**config.mk**
```make
export PLATFORM = sky130hd
export DESIGN_NAME = multitap_dtmf_tone_generator
export DESIGN_NICKNAME = d
export VERILOG_FILES = /design/src/hw/rtl/mtdtmf_pkg.sv /design/src/hw/rtl/mtdtmf_seq.sv /design/src/hw/rtl/multitap_dtmf_tone_generator.sv
export SDC_FILE = /design/constraint.sdc
export NUM_CORES = 2
export LEC_CHECK = 0
export ABC_AREA = 1
export BUFFER_PORTS_ARGS = -buffer_cell sky130_fd_sc_hd__clkbuf_2
export CAP_MARGIN = 25
export CORE_MARGIN = 2
export CORE_UTILIZATION = 50
export DETAILED_ROUTE_END_ITERATION = 8
export GPL_TIMING_DRIVEN = 1
export HOLD_SLACK_MARGIN = 0.02
export PLACE_DENSITY_LB_ADDON = 0.25
export SETUP_SLACK_MARGIN = 0.05
export SYNTH_ARGS = -nofsm -noshare
export SYNTH_HDL_FRONTEND = slang
export SYNTH_HIERARCHICAL = 1
export SYNTH_SLANG_ARGS = --single-unit
```
**constraint.sdc**
```tcl
create_clock -name clk -period 6.7 [get_ports clk]
set_clock_uncertainty 0.1 [all_clocks]
set_input_delay 1.005 -clock clk [delete_from_list [all_inputs] [get_ports clk]]
set_output_delay 1.005 -clock clk [all_outputs]
set_load 0.01 [all_outputs]
```
**src/hw/rtl/mtdtmf_pkg.sv**
```systemverilog
package mtdtmf_pkg;

	localparam int SINE_TABLE_DEPTH = 256;
	localparam int PHASE_WIDTH      = 16;
	localparam int COUNT_WIDTH      = 16;
	localparam int ADDR_W           = $clog2(SINE_TABLE_DEPTH);
	localparam int SAMPLE_W         = 17;
	localparam int CHAR_W           = 8;
	localparam int CFG_INDEX_W      = 3;
	localparam int CFG_DATA_W       = 64;

	localparam logic [COUNT_WIDTH-1:0] COUNT_MAX = '1;

	localparam logic [CFG_INDEX_W-1:0] REG_LOW_STEPS  = 3'd0;
	localparam logic [CFG_INDEX_W-1:0] REG_HIGH_STEPS = 3'd1;
	localparam logic [CFG_INDEX_W-1:0] REG_AMPLITUDE  = 3'd2;
	localparam logic [CFG_INDEX_W-1:0] REG_TONE_LEN   = 3'd3;
	localparam logic [CFG_INDEX_W-1:0] REG_SHORT_GAP  = 3'd4;
	localparam logic [CFG_INDEX_W-1:0] REG_LETTER_GAP = 3'd5;

	localparam logic [14:0] AMPLITUDE_RST  = 15'd16384;
	localparam logic [15:0] TONE_LEN_RST   = 16'd4000;
	localparam logic [15:0] SHORT_GAP_RST  = 16'd400;
	localparam logic [15:0] LETTER_GAP_RST = 16'd4000;

	typedef struct packed {
		logic [47:0] low_steps;
		logic [63:0] high_steps;
		logic [14:0] amplitude;
		logic [15:0] tone_len;
		logic [15:0] short_gap;
		logic [15:0] letter_gap;
	} cfg_t;

	typedef struct packed {
		logic signed [SAMPLE_W-1:0] sum;
		logic                       active;
		logic                       done;
		logic                       rejected;
	} seq_res_t;

	typedef logic signed [15:0] sine_rom_t [SINE_TABLE_DEPTH];

	// Fifth-order polynomial sine approximation in Q1.15, evaluated once at elaboration.
	function automatic sine_rom_t build_sine_rom();
		sine_rom_t rom;
		longint    p;
		longint    z;
		longint    m;
		longint    z2;
		longint    t1;
		longint    t2;
		longint    r;
		bit        neg;
		for (int i = 0; i < SINE_TABLE_DEPTH; i++) begin
			p = (longint'(i) * 131072) / SINE_TABLE_DEPTH;
			if (p <= 32768) begin
				z = p;
			end else if (p < 98304) begin
				z = 65536 - p;
			end else begin
				z = p - 131072;
			end
			neg = (z < 0);
			m   = neg ? -z : z;
			z2  = (m * m) >>> 15;
			t1  = 42047 - ((z2 * 4640) >>> 15);
			t2  = 102944 - ((z2 * t1) >>> 15);
			r   = (m * t2) >>> 16;
			if (r > 32767) begin
				r = 32767;
			end
			rom[i] = 16'(neg ? -r : r);
		end
		return rom;
	endfunction

	localparam sine_rom_t SINE_ROM = build_sine_rom();

	function automatic logic [COUNT_WIDTH-1:0] sat_len(input logic [15:0] len);
		logic [23:0] wide;
		wide = 24'(len);
		if (wide > 24'(COUNT_MAX)) begin
			return COUNT_MAX;
		end
		return COUNT_WIDTH'(wide);
	endfunction

endpackage

```
**src/hw/rtl/mtdtmf_seq.sv**
```systemverilog
module mtdtmf_seq import mtdtmf_pkg::*; (
	input  logic              clk,
	input  logic              arst_n,
	input  logic              fire,
	input  logic              action,
	input  logic [CHAR_W-1:0] char_code,
	input  cfg_t              cfg,
	output seq_res_t          res
);

	typedef enum logic [1:0] {
		KIND_IDLE,
		KIND_TONE,
		KIND_SHORT,
		KIND_LETTER
	} kind_t;

	kind_t                  kind_q, kind_d;
	logic [3:0]             key_q, key_d;
	logic [2:0]             presses_q, presses_d;
	logic [COUNT_WIDTH-1:0] count_q, count_d;
	logic [PHASE_WIDTH-1:0] low_phase_q, low_phase_d;
	logic [PHASE_WIDTH-1:0] high_phase_q, high_phase_d;

	logic [3:0]             map_key;
	logic [2:0]             map_presses;
	logic [1:0]             lo_sel;
	logic [1:0]             hi_sel;
	logic [PHASE_WIDTH-1:0] lo_step;
	logic [PHASE_WIDTH-1:0] hi_step;
	logic [ADDR_W-1:0]      lo_addr;
	logic [ADDR_W-1:0]      hi_addr;
	logic signed [SAMPLE_W-1:0] sine_sum;
	logic [COUNT_WIDTH-1:0] count_inc;
	logic [COUNT_WIDTH-1:0] tone_len;
	logic [COUNT_WIDTH-1:0] short_len;
	logic [COUNT_WIDTH-1:0] letter_len;
	logic [2:0]             presses_dec;

	// Multi-tap keypad: digits take one press, letters two to five.
	always_comb begin
		map_key     = 4'd0;
		map_presses = 3'd0;
		if (char_code >= "1" && char_code <= "9") begin
			map_key     = 4'(char_code - "1");
			map_presses = 3'd1;
		end else if (char_code == "0") begin
			map_key     = 4'd10;
			map_presses = 3'd1;
		end else if (char_code >= "a" && char_code <= "c") begin
			map_key     = 4'd1;
			map_presses = 3'(char_code - "a" + 8'd2);
		end else if (char_code >= "d" && char_code <= "f") begin
			map_key     = 4'd2;
			map_presses = 3'(char_code - "d" + 8'd2);
		end else if (char_code >= "g" && char_code <= "i") begin
			map_key     = 4'd3;
			map_presses = 3'(char_code - "g" + 8'd2);
		end else if (char_code >= "j" && char_code <= "l") begin
			map_key     = 4'd4;
			map_presses = 3'(char_code - "j" + 8'd2);
		end else if (char_code >= "m" && char_code <= "o") begin
			map_key     = 4'd5;
			map_presses = 3'(char_code - "m" + 8'd2);
		end else if (char_code >= "p" && char_code <= "r") begin
			map_key     = 4'd6;
			map_presses = 3'(char_code - "p" + 8'd2);
		end else if (char_code == "s") begin
			map_key     = 4'd6;
			map_presses = 3'd5;
		end else if (char_code >= "t" && char_code <= "v") begin
			map_key     = 4'd7;
			map_presses = 3'(char_code - "t" + 8'd2);
		end else if (char_code >= "w" && char_code <= "y") begin
			map_key     = 4'd8;
			map_presses = 3'(char_code - "w" + 8'd2);
		end else if (char_code == "z") begin
			map_key     = 4'd8;
			map_presses = 3'd5;
		end else if (char_code == ".") begin
			map_key     = 4'd9;
			map_presses = 3'd2;
		end else if (char_code == "!") begin
			map_key     = 4'd9;
			map_presses = 3'd3;
		end else if (char_code == "?") begin
			map_key     = 4'd9;
			map_presses = 3'd4;
		end else if (char_code == "#") begin
			map_key     = 4'd9;
			map_presses = 3'd1;
		end else if (char_code == " ") begin
			map_key     = 4'd10;
			map_presses = 3'd2;
		end
	end

	// Key codes above ten wrap round modulo eleven.
	always_comb begin
		case (key_q)
			4'd0, 4'd11: begin lo_sel = 2'd0; hi_sel = 2'd0; end
			4'd1, 4'd12: begin lo_sel = 2'd1; hi_sel = 2'd0; end
			4'd2, 4'd13: begin lo_sel = 2'd2; hi_sel = 2'd0; end
			4'd3, 4'd14: begin lo_sel = 2'd0; hi_sel = 2'd1; end
			4'd4, 4'd15: begin lo_sel = 2'd1; hi_sel = 2'd1; end
			4'd5:        begin lo_sel = 2'd2; hi_sel = 2'd1; end
			4'd6:        begin lo_sel = 2'd0; hi_sel = 2'd2; end
			4'd7:        begin lo_sel = 2'd1; hi_sel = 2'd2; end
			4'd8:        begin lo_sel = 2'd2; hi_sel = 2'd2; end
			4'd9:        begin lo_sel = 2'd0; hi_sel = 2'd3; end
			4'd10:       begin lo_sel = 2'd1; hi_sel = 2'd3; end
			default:     begin lo_sel = 2'd0; hi_sel = 2'd0; end
		endcase
	end

	assign lo_step = cfg.low_steps[{lo_sel, 4'b0000} +: PHASE_WIDTH];
	assign hi_step = cfg.high_steps[{hi_sel, 4'b0000} +: PHASE_WIDTH];

	assign lo_addr = ADDR_W'(((PHASE_WIDTH + ADDR_W)'(low_phase_q) * SINE_TABLE_DEPTH)
		>> PHASE_WIDTH);
	assign hi_addr = ADDR_W'(((PHASE_WIDTH + ADDR_W)'(high_phase_q) * SINE_TABLE_DEPTH)
		>> PHASE_WIDTH);
	assign sine_sum = SAMPLE_W'(SINE_ROM[lo_addr]) + SAMPLE_W'(SINE_ROM[hi_addr]);

	assign count_inc   = count_q + 1'b1;
	assign short_len   = sat_len(cfg.short_gap);
	assign letter_len  = sat_len(cfg.letter_gap);
	assign tone_len    = (sat_len(cfg.tone_len) == '0) ? COUNT_WIDTH'(1) : sat_len(cfg.tone_len);
	assign presses_dec = (presses_q != 3'd0) ? presses_q - 3'd1 : 3'd0;

	always_comb begin
		kind_d       = kind_q;
		key_d        = key_q;
		presses_d    = presses_q;
		count_d      = count_q;
		low_phase_d  = low_phase_q;
		high_phase_d = high_phase_q;
		res          = '0;
		if (!action) begin
			if (kind_q != KIND_IDLE || map_presses == 3'd0) begin
				res.rejected = 1'b1;
			end else begin
				key_d        = map_key;
				presses_d    = map_presses;
				kind_d       = KIND_TONE;
				count_d      = '0;
				low_phase_d  = '0;
				high_phase_d = '0;
			end
			res.active = (kind_d != KIND_IDLE);
		end else begin
			case (kind_q)
				KIND_TONE: begin
					res.sum      = sine_sum;
					res.active   = 1'b1;
					low_phase_d  = low_phase_q + lo_step;
					high_phase_d = high_phase_q + hi_step;
					count_d      = count_inc;
					if (count_inc >= tone_len) begin
						presses_d = presses_dec;
						count_d   = '0;
						if (presses_dec != 3'd0) begin
							if (short_len == '0) begin
								low_phase_d  = '0;
								high_phase_d = '0;
							end else begin
								kind_d = KIND_SHORT;
							end
						end else if (letter_len == '0) begin
							kind_d   = KIND_IDLE;
							res.done = 1'b1;
						end else begin
							kind_d = KIND_LETTER;
						end
					end
				end
				KIND_SHORT: begin
					res.active = 1'b1;
					count_d    = count_inc;
					if (count_inc >= short_len) begin
						kind_d       = KIND_TONE;
						count_d      = '0;
						low_phase_d  = '0;
						high_phase_d = '0;
					end
				end
				KIND_LETTER: begin
					res.active = 1'b1;
					count_d    = count_inc;
					if (count_inc >= letter_len) begin
						kind_d   = KIND_IDLE;
						count_d  = '0;
						res.done = 1'b1;
					end
				end
				default: begin
				end
			endcase
		end
	end

	always_ff @(posedge clk or negedge arst_n) begin
		if (!arst_n) begin
			kind_q       <= KIND_IDLE;
			key_q        <= '0;
			presses_q    <= '0;
			count_q      <= '0;
			low_phase_q  <= '0;
			high_phase_q <= '0;
		end else if (fire) begin
			kind_q       <= kind_d;
			key_q        <= key_d;
			presses_q    <= presses_d;
			count_q      <= count_d;
			low_phase_q  <= low_phase_d;
			high_phase_q <= high_phase_d;
		end
	end

endmodule

```
**src/hw/rtl/multitap_dtmf_tone_generator.sv**
```systemverilog
// Multi-tap DTMF tone generator.
// Input transactions arrive on the s_ group. s_tuser selects the action: 0 loads
// the ASCII character in s_tdata, 1 requests one audio sample. Every input
// transaction yields exactly one output transaction on the m_ group, in order.
// m_tdata carries the signed sample, the active flag and the rejected flag;
// m_tlast marks the last sample of a character: the end of its letter gap or,
// with no letter gap, of its last tone. A character is refused while another is still playing or when it is not on
// the keypad. Registers are written on the cfg_ group and are accepted in
// every cycle; they should only be changed while no transaction is in flight.
// After its input transaction is accepted the result passes
// through three registers: input, sequencer result with table lookup and sine
// sum, then the amplitude multiply into the output register. One
// transaction is accepted in every cycle while m_tready does not stall the pipeline;
// the rate is bounded by the sequencer state update.
// When m_tready is held low the three stages fill up and s_tready then falls;
// empty stages are filled even while the output waits.
// Reset clears the pipeline, makes the sequencer idle with both phases at zero
// and loads the default registers: all steps zero, amplitude one half, tone
// and letter gap 4000 samples, short gap 400 samples.
module multitap_dtmf_tone_generator import mtdtmf_pkg::*; (
	input  logic                   clk,
	input  logic                   arst_n,
	input  logic                   s_tvalid,
	output logic                   s_tready,
	input  logic [7:0]             s_tdata,   // [7:0] character_code
	input  logic                   s_tuser,   // [0] action
	output logic                   m_tvalid,
	input  logic                   m_tready,
	output logic [23:0]            m_tdata,   // [16:0] sample, [17] active, [18] rejected
	output logic                   m_tlast,   // character_done
	input  logic                   cfg_valid,
	output logic                   cfg_ready,
	input  logic [CFG_INDEX_W-1:0] cfg_index,
	input  logic [CFG_DATA_W-1:0]  cfg_data
);

	cfg_t                cfg_q;
	logic                valid_s1;
	logic                action_s1;
	logic [CHAR_W-1:0]   char_s1;
	logic                valid_s2;
	seq_res_t            res_s2;
	seq_res_t            seq_res;
	logic                m_valid_q;
	logic signed [SAMPLE_W-1:0] sample_q;
	logic                active_q;
	logic                done_q;
	logic                rejected_q;
	logic                out_free;
	logic                s2_ready;
	logic                s1_ready;
	logic                fire;
	logic [SAMPLE_W-1:0] mag;
	logic [32:0]         prod;
	logic [SAMPLE_W-1:0] scaled;
	logic signed [SAMPLE_W-1:0] sample_d;

	assign cfg_ready = 1'b1;

	always_ff @(posedge clk or negedge arst_n) begin
		if (!arst_n) begin
			cfg_q.low_steps  <= '0;
			cfg_q.high_steps <= '0;
			cfg_q.amplitude  <= AMPLITUDE_RST;
			cfg_q.tone_len   <= TONE_LEN_RST;
			cfg_q.short_gap  <= SHORT_GAP_RST;
			cfg_q.letter_gap <= LETTER_GAP_RST;
		end else if (cfg_valid && cfg_ready) begin
			case (cfg_index)
				REG_LOW_STEPS:  cfg_q.low_steps  <= cfg_data[47:0];
				REG_HIGH_STEPS: cfg_q.high_steps <= cfg_data;
				REG_AMPLITUDE:  cfg_q.amplitude  <= cfg_data[14:0];
				REG_TONE_LEN:   cfg_q.tone_len   <= cfg_data[15:0];
				REG_SHORT_GAP:  cfg_q.short_gap  <= cfg_data[15:0];
				REG_LETTER_GAP: cfg_q.letter_gap <= cfg_data[15:0];
				default: begin
				end
			endcase
		end
	end

	assign out_free = !m_valid_q || m_tready;
	assign s2_ready = !valid_s2 || out_free;
	assign s1_ready = !valid_s1 || s2_ready;
	assign s_tready = s1_ready;
	assign fire     = valid_s1 && s2_ready;

	always_ff @(posedge clk or negedge arst_n) begin
		if (!arst_n) begin
			valid_s1 <= 1'b0;
		end else if (s1_ready) begin
			valid_s1 <= s_tvalid;
		end
	end

	always_ff @(posedge clk) begin
		if (s_tvalid && s1_ready) begin
			action_s1 <= s_tuser;
			char_s1   <= s_tdata;
		end
	end

	mtdtmf_seq u_seq (
		.clk       (clk),
		.arst_n    (arst_n),
		.fire      (fire),
		.action    (action_s1),
		.char_code (char_s1),
		.cfg       (cfg_q),
		.res       (seq_res)
	);

	always_ff @(posedge clk or negedge arst_n) begin
		if (!arst_n) begin
			valid_s2 <= 1'b0;
		end else if (s2_ready) begin
			valid_s2 <= valid_s1;
		end
	end

	always_ff @(posedge clk) begin
		if (fire) begin
			res_s2 <= seq_res;
		end
	end

	// Scale the magnitude and round half away from zero.
	assign mag      = res_s2.sum[SAMPLE_W-1] ? SAMPLE_W'(-res_s2.sum) : SAMPLE_W'(res_s2.sum);
	assign prod     = 33'(cfg_q.amplitude) * 33'(mag) + 33'd16384;
	assign scaled   = prod[15 +: SAMPLE_W];
	assign sample_d = res_s2.sum[SAMPLE_W-1] ? -$signed(scaled) : $signed(scaled);

	always_ff @(posedge clk or negedge arst_n) begin
		if (!arst_n) begin
			m_valid_q <= 1'b0;
		end else if (out_free) begin
			m_valid_q <= valid_s2;
		end
	end

	always_ff @(posedge clk) begin
		if (valid_s2 && out_free) begin
			sample_q   <= sample_d;
			active_q   <= res_s2.active;
			done_q     <= res_s2.done;
			rejected_q <= res_s2.rejected;
		end
	end

	assign m_tvalid = m_valid_q;
	assign m_tdata  = {5'd0, rejected_q, active_q, sample_q};
	assign m_tlast  = done_q;

	a_done_not_rejected: assert property (@(posedge clk) disable iff (!arst_n)
		m_valid_q |-> !(done_q && rejected_q))
		else $error("character end and refusal in one transaction");

	a_sound_only_active: assert property (@(posedge clk) disable iff (!arst_n)
		(m_valid_q && sample_q != '0) |-> (active_q && !rejected_q))
		else $error("non-zero sample outside a playing character");

	a_done_while_active: assert property (@(posedge clk) disable iff (!arst_n)
		(m_valid_q && done_q) |-> active_q)
		else $error("character end without activity");

	a_fire_fills_s2: assert property (@(posedge clk) disable iff (!arst_n)
		fire |=> valid_s2)
		else $error("sequencer advanced without a following stage entry");

endmodule

```
==> metrics <==
outcome=finished, violations left; clk sinks=between 200 and 300; post-synthesis compound-gate area fraction=between 10% and 20%; Synth Area in Simple Gates=between 20 and 30%; clk_lat worst skew=roughly 0.58 ns; IO Port Bufs=102; Primary FF master, synth=dfrtp_1; Adder-Cell Fraction of Synth Area=approximately 22%; Hold Crit Depth=0; final setup fails=15; syn avg cell area=approximately 6.9 µm²; sequential area share after synthesis=approximately 22%; # rows=95; die area=~70,000 µm²; failing checks=negative setup slack; Worst Hold End=rejected_q; CP max FO=7; Yosys cell types=76; TritonCTS clock tree=yes; worst hold path type=reg -> reg; WL/cell=approximately 24 µm; Initial Util=between 50 and 60%; Post-synth EDFFs=roughly 50; PnR worst setup slack=-0.452 ns; Seq cells post-synth=~280; crit path DAT=7.39 ns; final-stage net count=between 5,000 and 6,000; GR Util All Layers=40.5%; post-route ant nets=0; post-layout min period=slightly above 7 ns; area delta synth->final=15.6%; Max H-tree Level=2; final-report hold violation count=0; synthesized area=34,000 µm²; kind of end point of the critical path=flip-flop; total global routing overflow=0; Routed WL=about 140,000 µm; Yosys warnings=6; maxcap violations=0; FILL cells=roughly 6,300; largest net degree at the start of global routing=137; Worst R2R Start=res_s2[3]; vias in the first global route=between 30,000 and 40,000; Least-Margin Pin Slew=approximately 1.1 ns; clk root buf=clkbuf_16; RePlAce Congestion=~1.1; core area=between 60,000 and 70,000 µm²; post-synthesis mux area share=less than 1%; total CTS buffers=35; Pins Over Slew Limit=0; final cycle utilization of the critical path=107%; Slew Limit Headroom=~27%; CTS clock-pin slew for the worst setup and hold paths=0.06 ns; vias=approximately 37,000; CP max stage delay=between 0.5 and 0.6 ns; critical path class=reg -> reg; worst reg2reg endpoint=sample_q[15]; Req. time, crit path=approximately 7 ns; HP Start=res_s2[0]; slowest stage cell on the critical path=fa_1; xor/xnor share of the synthesized area=1.60%; DRT iter0 DRCs=4,992; # hold bufs at CTS=0; Via density=just over 6; ys async rst share=82.7%; Die H=265 µm; CP Launch Type=flip-flop; share of cells above drive strength 1=between 15 and 20%; Clock Tree Buf Depth=3; main combinational cell family by area after synthesis=simple AND/OR/NAND/NOR gates; # DRC=0; Post-DP HPWL=roughly 110,000 µm; R2R setup slack=-0.45 ns; First-pass DRT Iterations=8; RSZ-0062 raised after global routing=true; FMAX=approximately 140 MHz; cell count after synthesis=between 4,000 and 5,000; IO Pins=~110; first-pass GRT wire length=~220,000 µm; antenna violations before repair=1; Reg2Reg Depth=39; Setup Total Neg Slack=-4.69 ns; most frequent CP cell=nand2_1; Chip Width=~260 µm
registers in the layout, indices dropped and copies added (netlist names), 3 cells and up:
register and flops:
cfg_q 175, res_s2 20, sample_q 17, u_seq/count_q 16, u_seq/high_phase_q 16, u_seq/low_phase_q 16
char_s1 8, u_seq/key_q 4, u_seq/presses_q 3
worst max-delay path: cells and delay by family (launching register included):
| kind | cells | cell delay [ns] |
|---|---|---|
| simple gates | 20 | 1.96 |
| fa+ha+maj | 8 | 3.13 |
| buf+inv | 10 | 1.01 |
| flops | 1 | 0.46 |
| xor+xnor | 1 | 0.22 |
cell type report:
class | instances | area [µm²] | area share (%)
clock buffer | 47 | 972 | 2.48
inverter | 807 | 3050 | 7.76
antenna | 1 | 2.50 | 0.00638
timing repair buffer | 397 | 2890 | 7.36
sequential | 284 | 7380 | 18.8
tap | 873 | 1090 | 2.78
clock inverter | 16 | 171 | 0.437
multi-input combinational | 3625 | 23700 | 60.4
how the worst max path moves through the flow:
| stage | start | endpoint |
|---|---|---|
| finish | res_s2[3] | sample_q[15] |
| global route | res_s2[7] | sample_q[16] |
| CTS | res_s2[7] | sample_q[10] |
| detailed placement | res_s2[7] | sample_q[15] |
| global placement | res_s2[7] | sample_q[15] |
| floorplan | res_s2[3] | sample_q[10] |
routing by layer:
metal	wire length, µm	vias to the layer above	GRT usage (%)
met3	15400	527	9.46
met1	56500	17300	52.4
met4	9180	0	22.2
li1	-	16500	-
met2	62500	2241	62.5
met5	0	-	0
synth_stat cells (6+ instances only):
| library cell | count | share of area (%) |
|---|---|---|
| a21oi_1 | 231 | 3.4 |
| nor2_1 | 500 | 5.5 |
| dfstp_2 | 16 | 1.2 |
| nand4_1 | 73 | 1.3 |
| a211oi_1 | 16 | 0.35 |
| a31oi_1 | 35 | 0.64 |
| o311ai_0 | 26 | 0.67 |
| o221ai_1 | 24 | 0.62 |
| xor2_1 | 40 | 1.0 |
| nor3_1 | 102 | 1.5 |
| nand2_2 | 16 | 0.29 |
| buf_2 | 19 | 0.28 |
| clkinv_1 | 12 | 0.13 |
| nand2_1 | 1096 | 12 |
| o2111ai_1 | 14 | 0.36 |
| o21ai_1 | 8 | 0.12 |
| o31ai_1 | 55 | 1.2 |
| nand3_2 | 6 | 0.18 |
| a221oi_1 | 12 | 0.31 |
| fa_1 | 196 | 12 |
| buf_1 | 10 | 0.11 |
| edfxtp_1 | 49 | 4.3 |
| o21bai_1 | 7 | 0.15 |
| nor4_1 | 10 | 0.18 |
| o21a_1 | 7 | 0.15 |
| xnor2_1 | 20 | 0.52 |
| nand3_1 | 184 | 2.7 |
| ha_1 | 271 | 10 |
| inv_2 | 6 | 0.066 |
| mux2_2 | 16 | 0.53 |
| inv_1 | 787 | 8.7 |
| buf_4 | 14 | 0.31 |
| nand3b_1 | 12 | 0.27 |
| nor2_2 | 7 | 0.13 |
| dfrtp_1 | 219 | 16 |
| o211ai_1 | 43 | 0.95 |
| or2_2 | 14 | 0.26 |
| o21ai_0 | 483 | 7.1 |
| clkbuf_1 | 165 | 1.8 |
| o22ai_1 | 27 | 0.50 |
cells by family (layout without fill, tap and decap cells):
family	count (synthesis)	after routing
AOI/OAI and AO/OA	1033	1033
xor gates and xnor gates	61	61
adders and majority gates	467	467
buffers and inverters	1019	1267
DFF	284	284
muxes	16	16
other	2	7
and+or+nand+nor	2042	2042
per-stage QoR:
step           cells  instance area [µm²]  util [%]  setup slack [ns]  hold slack [ns]
6_report        6050                39200      58.4            -0.452            0.336
2_1_floorplan   4928                34200         -            -0.173            0.300
3_3_place_gp    5952                37000      55.1            -0.601            0.311
5_1_grt         6049                39200      58.4            -0.718            0.345
3_5_place_dp    5952                37000      55.1            -0.529            0.321
4_1_cts         6035                38700      57.6            -0.221            0.334
layout by cell type, fill, tap and decap left out, drive strengths merged, types with 6 or more instances in the layout:
cell,instances
nand2,1117
inv,800
nor2,512
o21ai,492
buf,295
ha,271
a21oi,233
dfrtp,219
fa,196
nand3,191
clkbuf,149
nor3,103
nand4,73
o31ai,55
edfxtp,49
o211ai,43
xor2,40
a31oi,36
o22ai,27
o311ai,26
o221ai,24
xnor2,21
clkinv,20
mux2,16
dfstp,16
a211oi,16
o2111ai,14
or2,14
nand3b,12
a221oi,12
nor4,11
o21bai,8
o21a,7
conb,6
repair_timing:
item / CTS / global route
setup buffers: 20 / 12
pin swaps: 64 / 46
gates resized for setup: 104 / 131
setup endpoints to repair: 16 / 17
Power is not shown: default switching activity piles up to over one toggle a cycle in this logic, so the estimate is an artifact.
